File: config.mk
export PLATFORM = sky130hd
export DESIGN_NAME = keyword_number_tokenizer
export DESIGN_NICKNAME = d
export VERILOG_FILES = /design/src/knt_pkg.sv /design/src/knt_front.sv /design/src/knt_fifo.sv /design/src/knt_back.sv /design/src/keyword_number_tokenizer.sv
export SDC_FILE = /design/constraint.sdc
export NUM_CORES = 1
export LEC_CHECK = 0
export BUFFER_PORTS_ARGS = -buffer_cell sky130_fd_sc_hd__buf_2
export CORE_ASPECT_RATIO = 1.4
export CORE_MARGIN = 4
export CORE_UTILIZATION = 30
export CTS_CLUSTER_SIZE = 16
export DETAILED_ROUTE_END_ITERATION = 7
export GPL_TIMING_DRIVEN = 0
export MAX_ROUTING_LAYER = met4
export PLACE_DENSITY = 0.57
export REMOVE_ABC_BUFFERS = 1
export SETUP_SLACK_MARGIN = 0.3
export SYNTH_ARGS = -nofsm -noshare
export SYNTH_HDL_FRONTEND = slang
export SYNTH_SLANG_ARGS = --single-unit
File: constraint.sdc
create_clock -name clk -period 6.4 [get_ports clk]
set_input_delay 1.28 -clock clk [delete_from_list [all_inputs] [get_ports clk]]
set_output_delay 1.28 -clock clk [all_outputs]
set_load 0.02 [all_outputs]
File: src/knt_pkg.sv
// ----------------------------------------------------------------------------
// knt_pkg
// Shared types, constants and helpers for the keyword/number tokenizer.
// ----------------------------------------------------------------------------
package knt_pkg;

    localparam int MAX_TOKENS     = 64;
    localparam int MAX_NAME_CHARS = 32;
    localparam int FIFO_DEPTH     = 4;

    typedef enum logic [2:0] {
        KIND_NONE   = 3'd0,
        KIND_NUMBER = 3'd1,
        KIND_PLUS   = 3'd2,
        KIND_MINUS  = 3'd3,
        KIND_EQUALS = 3'd4,
        KIND_SEMI   = 3'd5,
        KIND_RETURN = 3'd6,
        KIND_END    = 3'd7
    } kind_t;

    // One accepted character causes up to two results: an optional flushed
    // token, then an optional semicolon or end item.
    typedef struct packed {
        logic        first_v;
        kind_t       first_kind;
        logic [31:0] first_value;
        logic [6:0]  first_index;
        logic        second_v;
        kind_t       second_kind;
        logic [6:0]  second_index;
    } event_t;

    // Expected character for each step of the "return" match.
    function automatic logic [7:0] kw_char(input logic [3:0] idx);
        logic [7:0] ch;
        unique case (idx)
            4'd0:    ch = 8'h72; // r
            4'd1:    ch = 8'h65; // e
            4'd2:    ch = 8'h74; // t
            4'd3:    ch = 8'h75; // u
            4'd4:    ch = 8'h72; // r
            4'd5:    ch = 8'h6E; // n
            default: ch = 8'h00;
        endcase
        return ch;
    endfunction

endpackage

File: src/knt_front.sv
// ----------------------------------------------------------------------------
// knt_front
// Character front end: tracks the pending token, classifies it on a
// delimiter or end of text, and produces at most one event per accepted character.
// ----------------------------------------------------------------------------
module knt_front (
    input  logic            clk,
    input  logic            rst_n,
    input  logic            accept,
    input  logic [7:0]      char_code,
    input  logic            end_of_text,
    output logic            ev_valid,
    output knt_pkg::event_t ev
);

    typedef enum logic [1:0] {
        NP_LEAD   = 2'd0,
        NP_SIGN   = 2'd1,
        NP_DIGITS = 2'd2,
        NP_BAD    = 2'd3
    } np_t;

    localparam logic [3:0] KP_START  = 4'd0;
    localparam logic [3:0] KP_RETURN = 4'd6;
    localparam logic [3:0] KP_EQ     = 4'd7;
    localparam logic [3:0] KP_PLUS   = 4'd8;
    localparam logic [3:0] KP_MINUS  = 4'd9;
    localparam logic [3:0] KP_DEAD   = 4'd15;

    localparam logic [4:0] LEN_LIMIT = 5'(knt_pkg::MAX_NAME_CHARS - 1);
    localparam logic [6:0] CNT_MAX   = 7'(knt_pkg::MAX_TOKENS);

    logic [4:0]  len_reg,  len_next;
    logic [3:0]  kp_reg,   kp_next,   kp_take;
    np_t         np_reg,   np_next,   np_take;
    logic        neg_reg,  neg_next,  neg_take;
    logic [31:0] mag_reg,  mag_next,  mag_take;
    logic        sat_reg,  sat_next,  sat_take;
    logic [6:0]  cnt_reg,  cnt_next;
    logic        tfull_reg, tfull_next;

    logic              is_delim;
    logic              is_digit;
    logic [3:0]        dval;
    logic [35:0]       acc;
    logic [31:0]       acc_mag;
    logic              acc_sat;
    knt_pkg::kind_t    flush_kind;
    logic [31:0]       flush_value;
    logic              flush;
    logic              semi;
    logic [6:0]        cnt1;

    assign is_delim = (char_code == 8'h20) || (char_code == 8'h0A) ||
                      (char_code == 8'h09) || (char_code == 8'h3B);
    assign is_digit = (char_code >= 8'h30) && (char_code <= 8'h39);
    assign dval     = 4'(char_code - 8'h30);

    // magnitude * 10 + digit, capped at 2^31
    always_comb
    begin
        acc = ({4'b0, mag_reg} << 3) + ({4'b0, mag_reg} << 1) + 36'(dval);
        if (acc >= 36'h0_8000_0000)
        begin
            acc_mag = 32'h8000_0000;
            acc_sat = 1'b1;
        end
        else
        begin
            acc_mag = acc[31:0];
            acc_sat = sat_reg;
        end
    end

    // Update of the match and number state for a kept character
    always_comb
    begin
        if (kp_reg == KP_START)
        begin
            unique case (char_code)
                8'h72:   kp_take = 4'd1;
                8'h3D:   kp_take = KP_EQ;
                8'h2B:   kp_take = KP_PLUS;
                8'h2D:   kp_take = KP_MINUS;
                default: kp_take = KP_DEAD;
            endcase
        end
        else if (kp_reg < KP_RETURN && char_code == knt_pkg::kw_char(kp_reg))
        begin
            kp_take = kp_reg + 4'd1;
        end
        else
        begin
            kp_take = KP_DEAD;
        end

        np_take  = np_reg;
        neg_take = neg_reg;
        mag_take = mag_reg;
        sat_take = sat_reg;
        unique case (np_reg)
            NP_LEAD:
            begin
                if (char_code == 8'h0B || char_code == 8'h0C || char_code == 8'h0D)
                begin
                    np_take = NP_LEAD;
                end
                else if (char_code == 8'h2B)
                begin
                    np_take = NP_SIGN;
                end
                else if (char_code == 8'h2D)
                begin
                    np_take  = NP_SIGN;
                    neg_take = 1'b1;
                end
                else if (is_digit)
                begin
                    np_take  = NP_DIGITS;
                    mag_take = acc_mag;
                    sat_take = acc_sat;
                end
                else
                begin
                    np_take = NP_BAD;
                end
            end
            NP_SIGN, NP_DIGITS:
            begin
                if (is_digit)
                begin
                    np_take  = NP_DIGITS;
                    mag_take = acc_mag;
                    sat_take = acc_sat;
                end
                else
                begin
                    np_take = NP_BAD;
                end
            end
            NP_BAD:
            begin
                np_take = NP_BAD;
            end
        endcase
    end

    // Class and value of the pending token
    always_comb
    begin
        flush_value = 32'd0;
        if (kp_reg == KP_RETURN)
            flush_kind = knt_pkg::KIND_RETURN;
        else if (kp_reg == KP_EQ)
            flush_kind = knt_pkg::KIND_EQUALS;
        else if (kp_reg == KP_PLUS)
            flush_kind = knt_pkg::KIND_PLUS;
        else if (kp_reg == KP_MINUS)
            flush_kind = knt_pkg::KIND_MINUS;
        else if (np_reg == NP_DIGITS)
        begin
            flush_kind = knt_pkg::KIND_NUMBER;
            if (neg_reg)
                flush_value = sat_reg ? 32'h8000_0000 : (32'd0 - mag_reg);
            else
                flush_value = (sat_reg || mag_reg[31]) ? 32'h7FFF_FFFF : mag_reg;
        end
        else
            flush_kind = knt_pkg::KIND_NONE;
    end

    always_comb
    begin
        len_next   = len_reg;
        kp_next    = kp_reg;
        np_next    = np_reg;
        neg_next   = neg_reg;
        mag_next   = mag_reg;
        sat_next   = sat_reg;
        cnt_next   = cnt_reg;
        tfull_next = tfull_reg;
        ev_valid   = 1'b0;
        flush      = 1'b0;
        semi       = 1'b0;
        cnt1       = cnt_reg;

        ev.first_v      = 1'b0;
        ev.first_kind   = flush_kind;
        ev.first_value  = flush_value;
        ev.first_index  = cnt_reg;
        ev.second_v     = 1'b0;
        ev.second_kind  = knt_pkg::KIND_SEMI;
        ev.second_index = cnt_reg;

        if (accept)
        begin
            if (end_of_text)
            begin
                flush           = !tfull_reg && (len_reg != 5'd0);
                ev.first_v      = flush;
                ev.second_v     = 1'b1;
                ev.second_kind  = knt_pkg::KIND_END;
                ev.second_index = cnt_reg + 7'(flush);
                ev_valid        = 1'b1;
                len_next   = 5'd0;
                kp_next    = KP_START;
                np_next    = NP_LEAD;
                neg_next   = 1'b0;
                mag_next   = 32'd0;
                sat_next   = 1'b0;
                cnt_next   = 7'd0;
                tfull_next = 1'b0;
            end
            else if (tfull_reg)
            begin
                // drop everything until end of text
            end
            else if (!is_delim)
            begin
                if (len_reg < LEN_LIMIT)
                begin
                    len_next = len_reg + 5'd1;
                    kp_next  = kp_take;
                    np_next  = np_take;
                    neg_next = neg_take;
                    mag_next = mag_take;
                    sat_next = sat_take;
                end
            end
            else
            begin
                flush           = (len_reg != 5'd0);
                cnt1            = cnt_reg + 7'(flush);
                semi            = (char_code == 8'h3B) && (cnt1 < CNT_MAX);
                ev.first_v      = flush;
                ev.second_v     = semi;
                ev.second_index = cnt1;
                ev_valid        = flush || semi;
                cnt_next        = cnt1 + 7'(semi);
                tfull_next      = (cnt_next >= CNT_MAX);
                len_next        = 5'd0;
                kp_next         = KP_START;
                np_next         = NP_LEAD;
                neg_next        = 1'b0;
                mag_next        = 32'd0;
                sat_next        = 1'b0;
            end
        end
    end

    always_ff @(posedge clk or negedge rst_n)
    begin
        if (!rst_n)
        begin
            len_reg   <= 5'd0;
            kp_reg    <= KP_START;
            np_reg    <= NP_LEAD;
            neg_reg   <= 1'b0;
            mag_reg   <= 32'd0;
            sat_reg   <= 1'b0;
            cnt_reg   <= 7'd0;
            tfull_reg <= 1'b0;
        end
        else
        begin
            len_reg   <= len_next;
            kp_reg    <= kp_next;
            np_reg    <= np_next;
            neg_reg   <= neg_next;
            mag_reg   <= mag_next;
            sat_reg   <= sat_next;
            cnt_reg   <= cnt_next;
            tfull_reg <= tfull_next;
        end
    end

endmodule

File: src/knt_fifo.sv
// ----------------------------------------------------------------------------
// knt_fifo
// Short event queue between the front end and the result stage.
// ----------------------------------------------------------------------------
module knt_fifo (
    input  logic            clk,
    input  logic            rst_n,
    input  logic            wr_en,
    input  knt_pkg::event_t wr_data,
    output logic            full,
    input  logic            rd_en,
    output knt_pkg::event_t rd_data,
    output logic            empty
);

    localparam int PTR_W = $clog2(knt_pkg::FIFO_DEPTH);
    localparam int CNT_W = $clog2(knt_pkg::FIFO_DEPTH + 1);

    knt_pkg::event_t mem_reg [knt_pkg::FIFO_DEPTH];
    logic [PTR_W-1:0] wr_ptr_reg, wr_ptr_next;
    logic [PTR_W-1:0] rd_ptr_reg, rd_ptr_next;
    logic [CNT_W-1:0] cnt_reg,    cnt_next;
    logic             do_wr, do_rd;

    assign full    = (cnt_reg == CNT_W'(knt_pkg::FIFO_DEPTH));
    assign empty   = (cnt_reg == '0);
    assign do_wr   = wr_en && !full;
    assign do_rd   = rd_en && !empty;
    assign rd_data = mem_reg[rd_ptr_reg];

    always_comb
    begin
        wr_ptr_next = wr_ptr_reg;
        rd_ptr_next = rd_ptr_reg;
        if (do_wr)
            wr_ptr_next = (wr_ptr_reg == PTR_W'(knt_pkg::FIFO_DEPTH - 1)) ? '0
                          : wr_ptr_reg + PTR_W'(1);
        if (do_rd)
            rd_ptr_next = (rd_ptr_reg == PTR_W'(knt_pkg::FIFO_DEPTH - 1)) ? '0
                          : rd_ptr_reg + PTR_W'(1);
        cnt_next = cnt_reg + CNT_W'(do_wr) - CNT_W'(do_rd);
    end

    always_ff @(posedge clk or negedge rst_n)
    begin
        if (!rst_n)
        begin
            wr_ptr_reg <= '0;
            rd_ptr_reg <= '0;
            cnt_reg    <= '0;
        end
        else
        begin
            wr_ptr_reg <= wr_ptr_next;
            rd_ptr_reg <= rd_ptr_next;
            cnt_reg    <= cnt_next;
        end
    end

    always_ff @(posedge clk)
    begin
        if (do_wr)
            mem_reg[wr_ptr_reg] <= wr_data;
    end

endmodule

File: src/knt_back.sv
// ----------------------------------------------------------------------------
// knt_back
// Result stage: holds one event and hands out its one or two result items.
// ----------------------------------------------------------------------------
module knt_back (
    input  logic            clk,
    input  logic            rst_n,
    input  logic            ev_empty,
    input  knt_pkg::event_t ev_data,
    output logic            ev_pop,
    input  logic            pop,
    output logic            empty,
    output logic [6:0]      token_index,
    output logic [2:0]      token_kind,
    output logic [31:0]     number_value,
    output logic            last_of_run
);

    knt_pkg::event_t cur_reg, cur_next;
    logic            cur_v_reg, cur_v_next;
    logic            sel_reg, sel_next;
    logic            taken, finish, advance, load;

    assign taken   = cur_v_reg && pop;
    assign finish  = taken && (sel_reg || !cur_reg.second_v);
    assign advance = taken && !sel_reg && cur_reg.second_v;
    assign load    = !ev_empty && (!cur_v_reg || finish);
    assign ev_pop  = load;

    assign empty        = !cur_v_reg;
    assign token_index  = sel_reg ? cur_reg.second_index : cur_reg.first_index;
    assign token_kind   = sel_reg ? cur_reg.second_kind : cur_reg.first_kind;
    assign number_value = sel_reg ? 32'd0 : cur_reg.first_value;
    assign last_of_run  = sel_reg || !cur_reg.second_v;

    always_comb
    begin
        cur_next   = cur_reg;
        cur_v_next = cur_v_reg;
        sel_next   = sel_reg;
        if (load)
        begin
            cur_next   = ev_data;
            cur_v_next = 1'b1;
            sel_next   = !ev_data.first_v;
        end
        else if (finish)
        begin
            cur_v_next = 1'b0;
        end
        else if (advance)
        begin
            sel_next = 1'b1;
        end
    end

    always_ff @(posedge clk or negedge rst_n)
    begin
        if (!rst_n)
        begin
            cur_v_reg <= 1'b0;
            sel_reg   <= 1'b0;
        end
        else
        begin
            cur_v_reg <= cur_v_next;
            sel_reg   <= sel_next;
        end
    end

    always_ff @(posedge clk)
    begin
        cur_reg <= cur_next;
    end

endmodule

File: src/keyword_number_tokenizer.sv
// ----------------------------------------------------------------------------
// keyword_number_tokenizer
// Splits a character stream into return/=/+/-/;/number tokens and streams
// them out, followed by an end item that carries the token count.
// ----------------------------------------------------------------------------
// Throughput: one character per cycle while full is low; one result item leaves per pop.
// Path: a character's result is written into the event queue, then loaded into
//   the result register, which drives the result ports.
// Bursts: a 4-entry event queue absorbs characters that yield two items.
// Reset: rst_n clears the token state, the count and the queue at once;
//   the block can take characters once rst_n is released.
// ----------------------------------------------------------------------------
module keyword_number_tokenizer (
    input  logic               clk,
    input  logic               rst_n,
    // character side
    input  logic               push,
    output logic               full,
    input  logic [7:0]         char_code,
    input  logic               end_of_text,
    // result side
    output logic               empty,
    input  logic               pop,
    output logic [6:0]         token_index,
    output logic [2:0]         token_kind,
    output logic signed [31:0] number_value,
    output logic               last_of_run
);

    // Front end to queue
    logic            accept;
    logic            ev_valid;
    knt_pkg::event_t ev;

    // Queue to result stage
    logic            q_full;
    logic            q_empty;
    logic            q_pop;
    knt_pkg::event_t q_data;

    logic [31:0]     value_bits;

    // Take a character whenever the queue has room; the front end never
    // writes more than one event per character.
    assign full   = q_full;
    assign accept = push && !q_full;

    knt_front u_front (
        .clk         (clk),
        .rst_n       (rst_n),
        .accept      (accept),
        .char_code   (char_code),
        .end_of_text (end_of_text),
        .ev_valid    (ev_valid),
        .ev          (ev)
    );

    // Decouple the character side from the result side
    knt_fifo u_fifo (
        .clk     (clk),
        .rst_n   (rst_n),
        .wr_en   (ev_valid),
        .wr_data (ev),
        .full    (q_full),
        .rd_en   (q_pop),
        .rd_data (q_data),
        .empty   (q_empty)
    );

    // Hand out the items of each event in order, marking the last one
    knt_back u_back (
        .clk          (clk),
        .rst_n        (rst_n),
        .ev_empty     (q_empty),
        .ev_data      (q_data),
        .ev_pop       (q_pop),
        .pop          (pop),
        .empty        (empty),
        .token_index  (token_index),
        .token_kind   (token_kind),
        .number_value (value_bits),
        .last_of_run  (last_of_run)
    );

    assign number_value = $signed(value_bits);

endmodule

# Word level (Yosys, flattened, before mapping)
# Memory sizes are Yosys's and may differ from the RTL's.
# Cells that the tools add are included.
# word_totals
register_bits	115
ramBits	216
input_bits	13
output_inout_bits	45
wordCells	216
memories	1
# mem_list
memory	words	width	read_ports	rd_ports_with_merged_regs	wr	line_no	rtl
u_fifo.mem_reg	4	54	1	0	1	knt_fifo.sv:19	knt_pkg::event_t mem_reg [knt_pkg::FIFO_DEPTH];
# op_classes
n_addsub	13
order_cmp	7
n_eq_ne	34
n_mux	97
n_reduce_logical	45
# op_table
cell	count
$mux 32	18
$pmux 32 s2	1
$mux 7	7
$eq 8x4->1 const B	5
$eq 8x6->1 const B	5
$mux 1	40
$add 35x33->36	1
$add 36x4->36	1
$ge 36x32->1 const B	1
$pmux 7 s5	1
$sub 1x32->32 const A	1
$mux 4	6
$add 7x1->7	3
$mux 2	10
$mux 5	4
$eq 4x3->1 const B	4
$pmux 4 s4	1
$mux 3	5
$reduce_and 7->1	2
$logic_and 1x1->1	12
$ne 4x3->1 const B	3
$mux 11	1
$logic_or 1x1->1	9
$reduce_bool 3->1	3
35 further kinds	52

# Depth between registers and ports, before layout
# Gate-level depths: netlist of run 1.
# logic_depth
word_depth	13
ltp_mapped	17
ltp_nobuf	17

# Cells and area by module
# From an unflattened synthesis of run 1, not the netlist that was laid out.
# hier_totals
cells_unflattened	1322
hier_area_um2	16834.9
# by_module_without_submodules
module	n_inst	cells_each	area_per_inst_um2	seq_area_each_um2
knt_fifo	1	321	8229.1	6661.4
knt_front	1	889	6533.8	1326.3
knt_back	1	111	2058.2	1641.6
keyword_number_tokenizer	1	1	13.8	0.0

# Worst setup path after synthesis of run 1
# No wires, ideal clock.
# synth_path
kind	input to register
startpoint	in pop
endpoint	reg u_fifo.cnt_reg[2]
setup_ns	0.123
t_arrival_ns	5.491
required_time_ns	6.277
path_slack_ns	0.787
cell_stages	9
path_buffers	0
path_cell_list	nand2_1 > a21oi_1 > ha_1 > inv_1 > ha_1 > inv_1 > fa_1 > xnor2_1 > xnor2_1
# synth_between
elab_chain_len	6
# synth_rtl
element	line_no	rtl
from (decl)	keyword_number_tokenizer.sv:23	input logic pop,
$logic_and 1x1->1	knt_back.sv:24	assign taken = cur_v_reg && pop;
$logic_and 1x1->1	knt_back.sv:25	assign finish = taken && (sel_reg || !cur_reg.second_v);
$logic_or 1x1->1	knt_back.sv:27	assign load = !ev_empty && (!cur_v_reg || finish);
$logic_and 1x1->1	knt_back.sv:27	
net q_pop	keyword_number_tokenizer.sv:38	logic q_pop;
$logic_and 1x1->1	knt_fifo.sv:28	assign do_rd = rd_en && !empty;
$sub 3x1->3	knt_fifo.sv:41	cnt_next = cnt_reg + CNT_W'(do_wr) - CNT_W'(do_rd);
net u_fifo.cnt_next[2]	knt_fifo.sv:22	logic [CNT_W-1:0] cnt_reg, cnt_next;
to (signal assigned)	knt_fifo.sv:56	cnt_reg <= cnt_next;
to (decl)	knt_fifo.sv:22	
# The timed path passes the listed nets, and every way through them passes these cells.
# A chain may end at the register's enable or synchronous reset.

# Worst setup path in the final report of run 1
# layout_path
startpoint	in char_code[3]
endpoint	reg u_front.mag_reg[18]
# layout_between
elab_chain_len	13
word_cells_on_any_way	36
classes_between	add/sub (2); order compare (3); eq/ne (12); mux (10); reduce/logical (9)
# layout_rtl
element	line_no	rtl
from (decl)	keyword_number_tokenizer.sv:19	input logic [7:0] char_code,
$sub 4x1->4	knt_front.sv:57	assign dval = 4'(char_code - 8'h30);
$add 36x4->36	knt_front.sv:62	acc = ({4'b0, mag_reg} << 3) + ({4'b0, mag_reg} << 1) + 36'(dval);
$ge 36x32->1	knt_front.sv:63	if (acc >= 36'h0_8000_0000)
$mux 32	knt_front.sv:63	
$mux 32	knt_front.sv:117, knt_front.sv:130	
$mux 32	knt_front.sv:112	else if (char_code == 8'h2D)
$mux 32	knt_front.sv:108	else if (char_code == 8'h2B)
$mux 32	knt_front.sv:104	if (char_code == 8'h0B || char_code == 8'h0C || char_code == 8'h0D)
$pmux 32 s2	knt_front.sv:101	unique case (np_reg)
$mux 32	knt_front.sv:220	if (len_reg < LEN_LIMIT)
$mux 32	knt_front.sv:218	else if (!is_delim)
$mux 32	knt_front.sv:214	else if (tfull_reg)
$mux 32	knt_front.sv:197	if (end_of_text)
to (signal assigned)	knt_front.sv:270	mag_reg <= mag_next;
to (decl)	knt_front.sv:37	logic [31:0] mag_reg, mag_next, mag_take;
# Several ways; a longest one is shown, not always the timed one. The select of a mux whose other input is x is not followed.

==> summary.txt, run 1 <==
status - finished, final reports clean
IO buf count - 57
Synth area leader - edfxtp_1
DRC viols - 0
largest net degree at the start of global routing - 55
Final Setup Violations - 0
Post-Synthesis Cell Area - 16500 sq um
clk sinks - 321
Relative slew margins - 26.2%
FP Rows - 101
Total Die Area - 58900 sq um
Fillers - 5324
HPWL after detailed placement - 24.5 mm
worst endpoint required time - 6.89 ns
via/cell ratio - 5.13
Longest Clk Path Bufs - 3
Power Dens Cells - 341 nW/um^2
CTS tree - built
final wirelength - 35.5 mm
Clock transition at path regs - 0.06 ns
largest stage delay on the critical path - 0.82 ns
fin crit share - 77.5%
Main synth FF type - edfxtp_1
Worst Setup Path Type - input port to flip-flop
f_max - 201 MHz
global-route total usage across every layer - 12.3%
Synth Area in Simple Gates - 10.4%
share of layout cells above drive strength 1 - 16.6%
RSZ-0062 raised after global routing - false
Detail Route Antenna Nets - 0
most used cell, CP - fa_1
routed len/inst - 17.3 um
Final Skew - 0.0234 ns
Reg area - 9340 sq um
design area - 18500 sq um
post-synth top area share - 47.1%
final RePlAce weighted congestion - 0.899
Worst setup EP type - flip-flop
first-pass GRT wire length - 57.4 mm
CP Max Fanout - 18
synthesis-to-layout area growth - 12.2%
adder-cell share of the synthesized area - 6.88%
vias in the first global route - 10.7k
Post-Synth XOR/XNOR Area - 2.49%
synthesized instance count - 1273
synth warn - 0
compound-gate portion of the synthesized area - 12.4%
top cells by area, synth - edfxtp_1, dfrtp_1, mux4_2
final core utilization - 34.1%
CP max-delay cell - nor4_4
Peak VDD IR - 0.229 mV
placed instance area - 17600 sq um
CP cell instances - buf_2, inv_1, fa_1, fa_1, nor2b_1, o211ai_1, a21o_1, a21oi_1, o21ai_0, xnor2_1, nor4_4, buf_6, a22o_1
Setup Buffers After CTS - 0
Unique masters post-synth - 87
Max Cap Viol - 0
iteration count of the initial detailed-routing pass - 5
total chip power - 0.00632 W
H-tree depth - 1
Layout Nets - 1404
Final Hold Violating Endpoints - 0
Initial Utilization - 30.4%
signal arrival time at the worst endpoint - 5.45 ns
largest family of logic cells by synthesized area - compound AO/OA/AOI/OAI gates
register area share after synthesis - 56.5%
Post-Syn Area per Cell - 13.0 sq um
via count - 10.5k
DIE WIDTH - 206 um
Placement Setup Slack - 0.896 ns
Post-synth EDFFs - 259
drt first-iter violations - 710
total core area - 54300 sq um
post_cts resized - 0
Final WS setup - 1.44 ns
Hold-fix buffers, CTS - 0
synthesis-stage register bit count - 321
Top Ports - 58
Clock Latency Late Sink - 0.57 ns
Worst-Margin Slew - 1.11 ns
Final Max Tran Viols - 0
Largest register FFs - 208
antenna violations before repair - 4
Min Hold Slack - 0.496 ns
HP Class - flip-flop to flip-flop
clk root buf - clkbuf_16
Die Ht - 286 um
crit start category - input port
Final Critical Period - 4.96 ns
Multi-input gate area - 6710 sq um
Leakage - 6.93 nW
Remaining Overflow, GRT - 0
multiplexer area fraction after synthesis - 8.23%
FFs w/ async S/R, synth - 19.3%
number of buffers created by CTS - 29
## stage by stage
| stage | setup TNS (ns) | std cells |
|---|---|---|
| 2_1_floorplan | 0 | 1207 |
| 3_3_place_gp | -17.45 | 1985 |
| 3_5_place_dp | 0 | 1992 |
| 4_1_cts | 0 | 2046 |
| 5_1_grt | 0 | 2050 |
| 6_report | 0 | 2050 |
## per-layer routing
metal  up-vias  wire length (um)  GRT usage, %
li1       4984                 -             -
met1      5250             14400          14.0
met2       200             18700          22.1
met3        79              1140          1.37
met4         0              1170          4.43
met5         -                 0             -
## cell type report
type	instances	share of cell area, %
Antenna cell	4	0.0541
Clock buffer	37	4.24
Clock inverter	17	0.858
Inverter	46	0.933
Multi-Input combinational cell	840	36.2
Sequential cell	321	50.4
Tap cell	721	4.87
Timing Repair Buffer	64	2.38
## synthesized netlist by cell type (5+ instances only)
| cell | n |
|---|---|
| mux2_2 | 14 |
| clkbuf_1 | 40 |
| nor2b_1 | 41 |
| edfxtp_1 | 259 |
| o221a_2 | 9 |
| a22o_1 | 34 |
| and3_1 | 5 |
| a211oi_1 | 12 |
| xor2_1 | 20 |
| nand2b_1 | 7 |
| ha_1 | 86 |
| nor3_1 | 24 |
| nand3_1 | 21 |
| buf_1 | 8 |
| inv_1 | 45 |
| a21o_1 | 10 |
| o21a_1 | 10 |
| buf_2 | 5 |
| mux4_2 | 52 |
| dfrtp_1 | 62 |
| and2_1 | 7 |
| o22ai_1 | 10 |
| nor2_1 | 80 |
| o21ai_0 | 56 |
| o211ai_1 | 12 |
| xnor2_1 | 27 |
| nor4_1 | 8 |
| a31oi_1 | 15 |
| buf_6 | 5 |
| nand2_1 | 80 |
| a21oi_1 | 88 |
| nand4_1 | 15 |
| or3_1 | 8 |
| a22oi_1 | 5 |
## worst max-delay path, delay by kind of cell
family | cells | cell delay (ns)
AOI/OAI and AO/OA | 5 | 1.27
xor gates and xnor gates | 1 | 0.25
and+or+nand+nor | 2 | 1.02
adders and majority gates | 2 | 1.02
buffers and inverters | 3 | 0.59
## cells by family after synthesis
logic type | after synthesis
DFF | 321
buffers and inverters | 112
muxes | 69
adders and majority gates | 89
xor gates and xnor gates | 47
AOI/OAI and AO/OA | 305
and+or+nand+nor | 330
## path summary, 6_finish.rpt
check / cells after the start / from / to / slack [ns]
setup reg to reg: 12 / u_front.mag_reg[0] / u_front.mag_reg[18] / 1.73
max in group asynchronous: 2 / rst_n / u_fifo.rd_ptr_reg[0] / 5.26
min in group asynchronous: 1 / rst_n / u_fifo.wr_ptr_reg[0] / 0.57
hold reg to reg: 1 / u_fifo.cnt_reg[2] / u_fifo.cnt_reg[2] / 0.50
hold / removal: 1 / u_fifo.cnt_reg[2] / u_fifo.cnt_reg[2] / 0.50
setup / recovery: 13 / char_code[3] / u_front.mag_reg[18] / 1.44
## power by group
group	internal (W)	switching, W
logic	0.000717	0.000841
registers	0.00274	0.000292
clock network	0.000958	0.000770
## layout by cell type, fill, tap and decap left out, drive strengths merged, types with 11 or more instances in the layout
master  synthesis  routed
edfxtp        259     259
a21oi          89      89
ha             86      86
nand2          80      80
nor2           80      80
buf            23      64
dfrtp          62      62
o21ai          60      60
mux4           52      52
inv            45      49
nor2b          42      42
clkbuf         43      37
a22o           34      34
nor3           28      28
xnor2          27      27
nand3          22      22
xor2           20      20
nand4          16      16
a31oi          15      15
mux2           14      14
a211oi         13      13
o211ai         12      12
nor4           11      11
clkinv          1      11
No activity file was read; power rests on OpenSTA's default activity.
==> run 2, diff against run 1 <==
--- a/config.mk
+++ b/config.mk
@@ -13,7 +13,7 @@
 export DETAILED_ROUTE_END_ITERATION = 7
 export GPL_TIMING_DRIVEN = 0
 export MAX_ROUTING_LAYER = met4
-export PLACE_DENSITY = 0.57
+export PLACE_DENSITY = 0.58
 export REMOVE_ABC_BUFFERS = 1
 export SETUP_SLACK_MARGIN = 0.3
 export SYNTH_ARGS = -nofsm -noshare
==> constraint.sdc (replaced) <==
create_clock -name clk -period 4.4 [get_ports clk]
set_input_delay 0.88 -clock clk [delete_from_list [all_inputs] [get_ports clk]]
set_output_delay 0.88 -clock clk [all_outputs]
set_load 0.02 [all_outputs]
==> run 2 against run 1 <==
Effect of this change:
- count of clock-buffer cells in the layout is 4 higher
- largest cell class unchanged
- global-route usage increased by 0.071 points
- clock skew fell by 0.0071 ns
- wire length is 3.1% higher
- register-to-register slack got worse by 1.2 ns
- setup slack worse by 0.98 ns
- via count hardly changed
==> summary.txt, run 2 (same netlist as run 1, synthesis figures left out) <==
most frequent cells in the layout - edfxtp_1, a21oi_1, ha_1
crit start category - input port
first-pass GRT wire length - 57.9 mm
total core area - 54300 sq um
final wirelength - 36.5 mm
global-route total usage across every layer - 12.3%
Layout Nets - 1409
dpl cells - 1992
antenna violations before repair - 3
Final WS setup - 0.456 ns
status - finished, final reports clean
Longest Clk Path Bufs - 3
number of buffers created by CTS - 28
CTS tree - built
f_max - 254 MHz
Total Die Area - 58900 sq um
Power Dens Cells - 502 nW/um^2
commonest non-fill, non-tap cell in the layout - edfxtp_1
via/cell ratio - 5.12
Multi-input gate area - 6780 sq um
drt first-iter violations - 604
Min Hold Slack - 0.178 ns
Die Ht - 286 um
CP Max Fanout - 11
DRC viols - 0
vias in the first global route - 10.7k
IO buf count - 57
Leakage - 6.98 nW
HPWL after detailed placement - 24.2 mm
Clock transition at path regs - 0.08 ns
Peak VDD IR - 0.383 mV
Worst Setup Path Type - input port to flip-flop
Worst setup EP type - flip-flop
Reg area - 9340 sq um
Relative slew margins - 28.0%
fin crit share - 89.6%
placed instance area - 17500 sq um
Final Critical Period - 3.94 ns
Clock Latency Late Sink - 0.55 ns
Top Ports - 58
Detail Route Antenna Nets - 0
Final Hold Violating Endpoints - 0
routed len/inst - 17.8 um
Fillers - 5301
signal arrival time at the worst endpoint - 4.43 ns
design area - 18600 sq um
iteration count of the initial detailed-routing pass - 5
HP Class - input port to async pin
largest net degree at the start of global routing - 55
Initial Utilization - 30.4%
Final Skew - 0.0163 ns
Remaining Overflow, GRT - 0
worst endpoint required time - 4.88 ns
Final Setup Violations - 0
Largest register FFs - 208
R2R setup slack - 0.49 ns
clk root buf - clkbuf_16
reg2reg end - u_front.mag_reg[6]
final RePlAce weighted congestion - 0.880
FP Rows - 101
Final Max Tran Viols - 0
via count - 10.5k
RSZ-0062 raised after global routing - false
synthesis-to-layout area growth - 13.0%
R2R Path Start - u_front.mag_reg[2]
clk sinks - 321
Hold-fix buffers, CTS - 0
share of layout cells above drive strength 1 - 17.4%
DIE WIDTH - 206 um
Max Cap Viol - 0
r2r worst-path depth - 12
Worst-Margin Slew - 1.08 ns
Setup TNS - 0 ns
post-route insts no fill - 2053
Placement Setup Slack - -0.713 ns
H-tree depth - 1
-- run 2: repair_timing --
action                                  in CTS  in global routing
buffers inserted                             2                  0
resized for setup                            1                 10
cloned                                       0                  4
endpoints found under the setup margin     239                241
pin swaps                                    3                  4
-- run 2: worst max path at each step --
stage | from | endpoint | slack (ns) | cells past startpoint
detailed placement | char_code[3] | u_front.mag_reg[23] | -0.71 | 13
finish | char_code[3] | u_front.mag_reg[6] | 0.46 | 13
CTS | u_front.len_reg[0] | u_fifo.mem_reg[1][22] | 0.15 | 13
global route | char_code[3] | u_front.mag_reg[0] | 0.29 | 14
floorplan | u_back.sel_reg | u_fifo.cnt_reg[2] | -1.29 | 10
global placement | u_back.sel_reg | u_fifo.cnt_reg[2] | -3.57 | 10
-- run 2: cell type report --
| cell class | count | share of cell area [%] |
|---|---|---|
| Inverter | 46 | 0.926 |
| Clock inverter | 11 | 0.913 |
| Antenna cell | 3 | 0.0403 |
| Clock buffer | 41 | 4.46 |
| Timing Repair Buffer | 66 | 2.38 |
| Multi-Input combinational cell | 844 | 36.4 |
| Tap cell | 721 | 4.84 |
| Sequential cell | 321 | 50.1 |
-- run 2: metrics by stage --
step	total power [W]	utilization (%)
after global routing	0.00988	34.3
after CTS	0.00947	34.2
final	0.00937	34.3
after floorplan	0.00601	-
after global placement	0.00679	32.0
after detailed placement	0.00682	32.3
-- run 2: routing by layer --
layer,track usage (%),up-vias,routed length [um]
met3,1.28,63,1320
met5,-,-,0
met4,4.28,0,1030
li1,-,4997,-
met2,22.0,212,19100
met1,14.4,5236,15100
-- run 2: power by group --
group	internal, W	switching [W]
Sequential	0.00399	0.000431
Combinational	0.00105	0.00127
Clock	0.00155	0.00107
-- run 2: worst max-delay path, cell delays in order --
cell and delay [ns]:
buf_2 0.18, inv_1 0.16, fa_1 0.56, fa_1 0.48, nor2b_1 0.17, o211ai_1 0.16, a21o_1 0.24, a21oi_2 0.27
o21ai_0 0.24, xnor2_1 0.25, nor4_4 0.40, buf_4 0.27, a22o_1 0.16
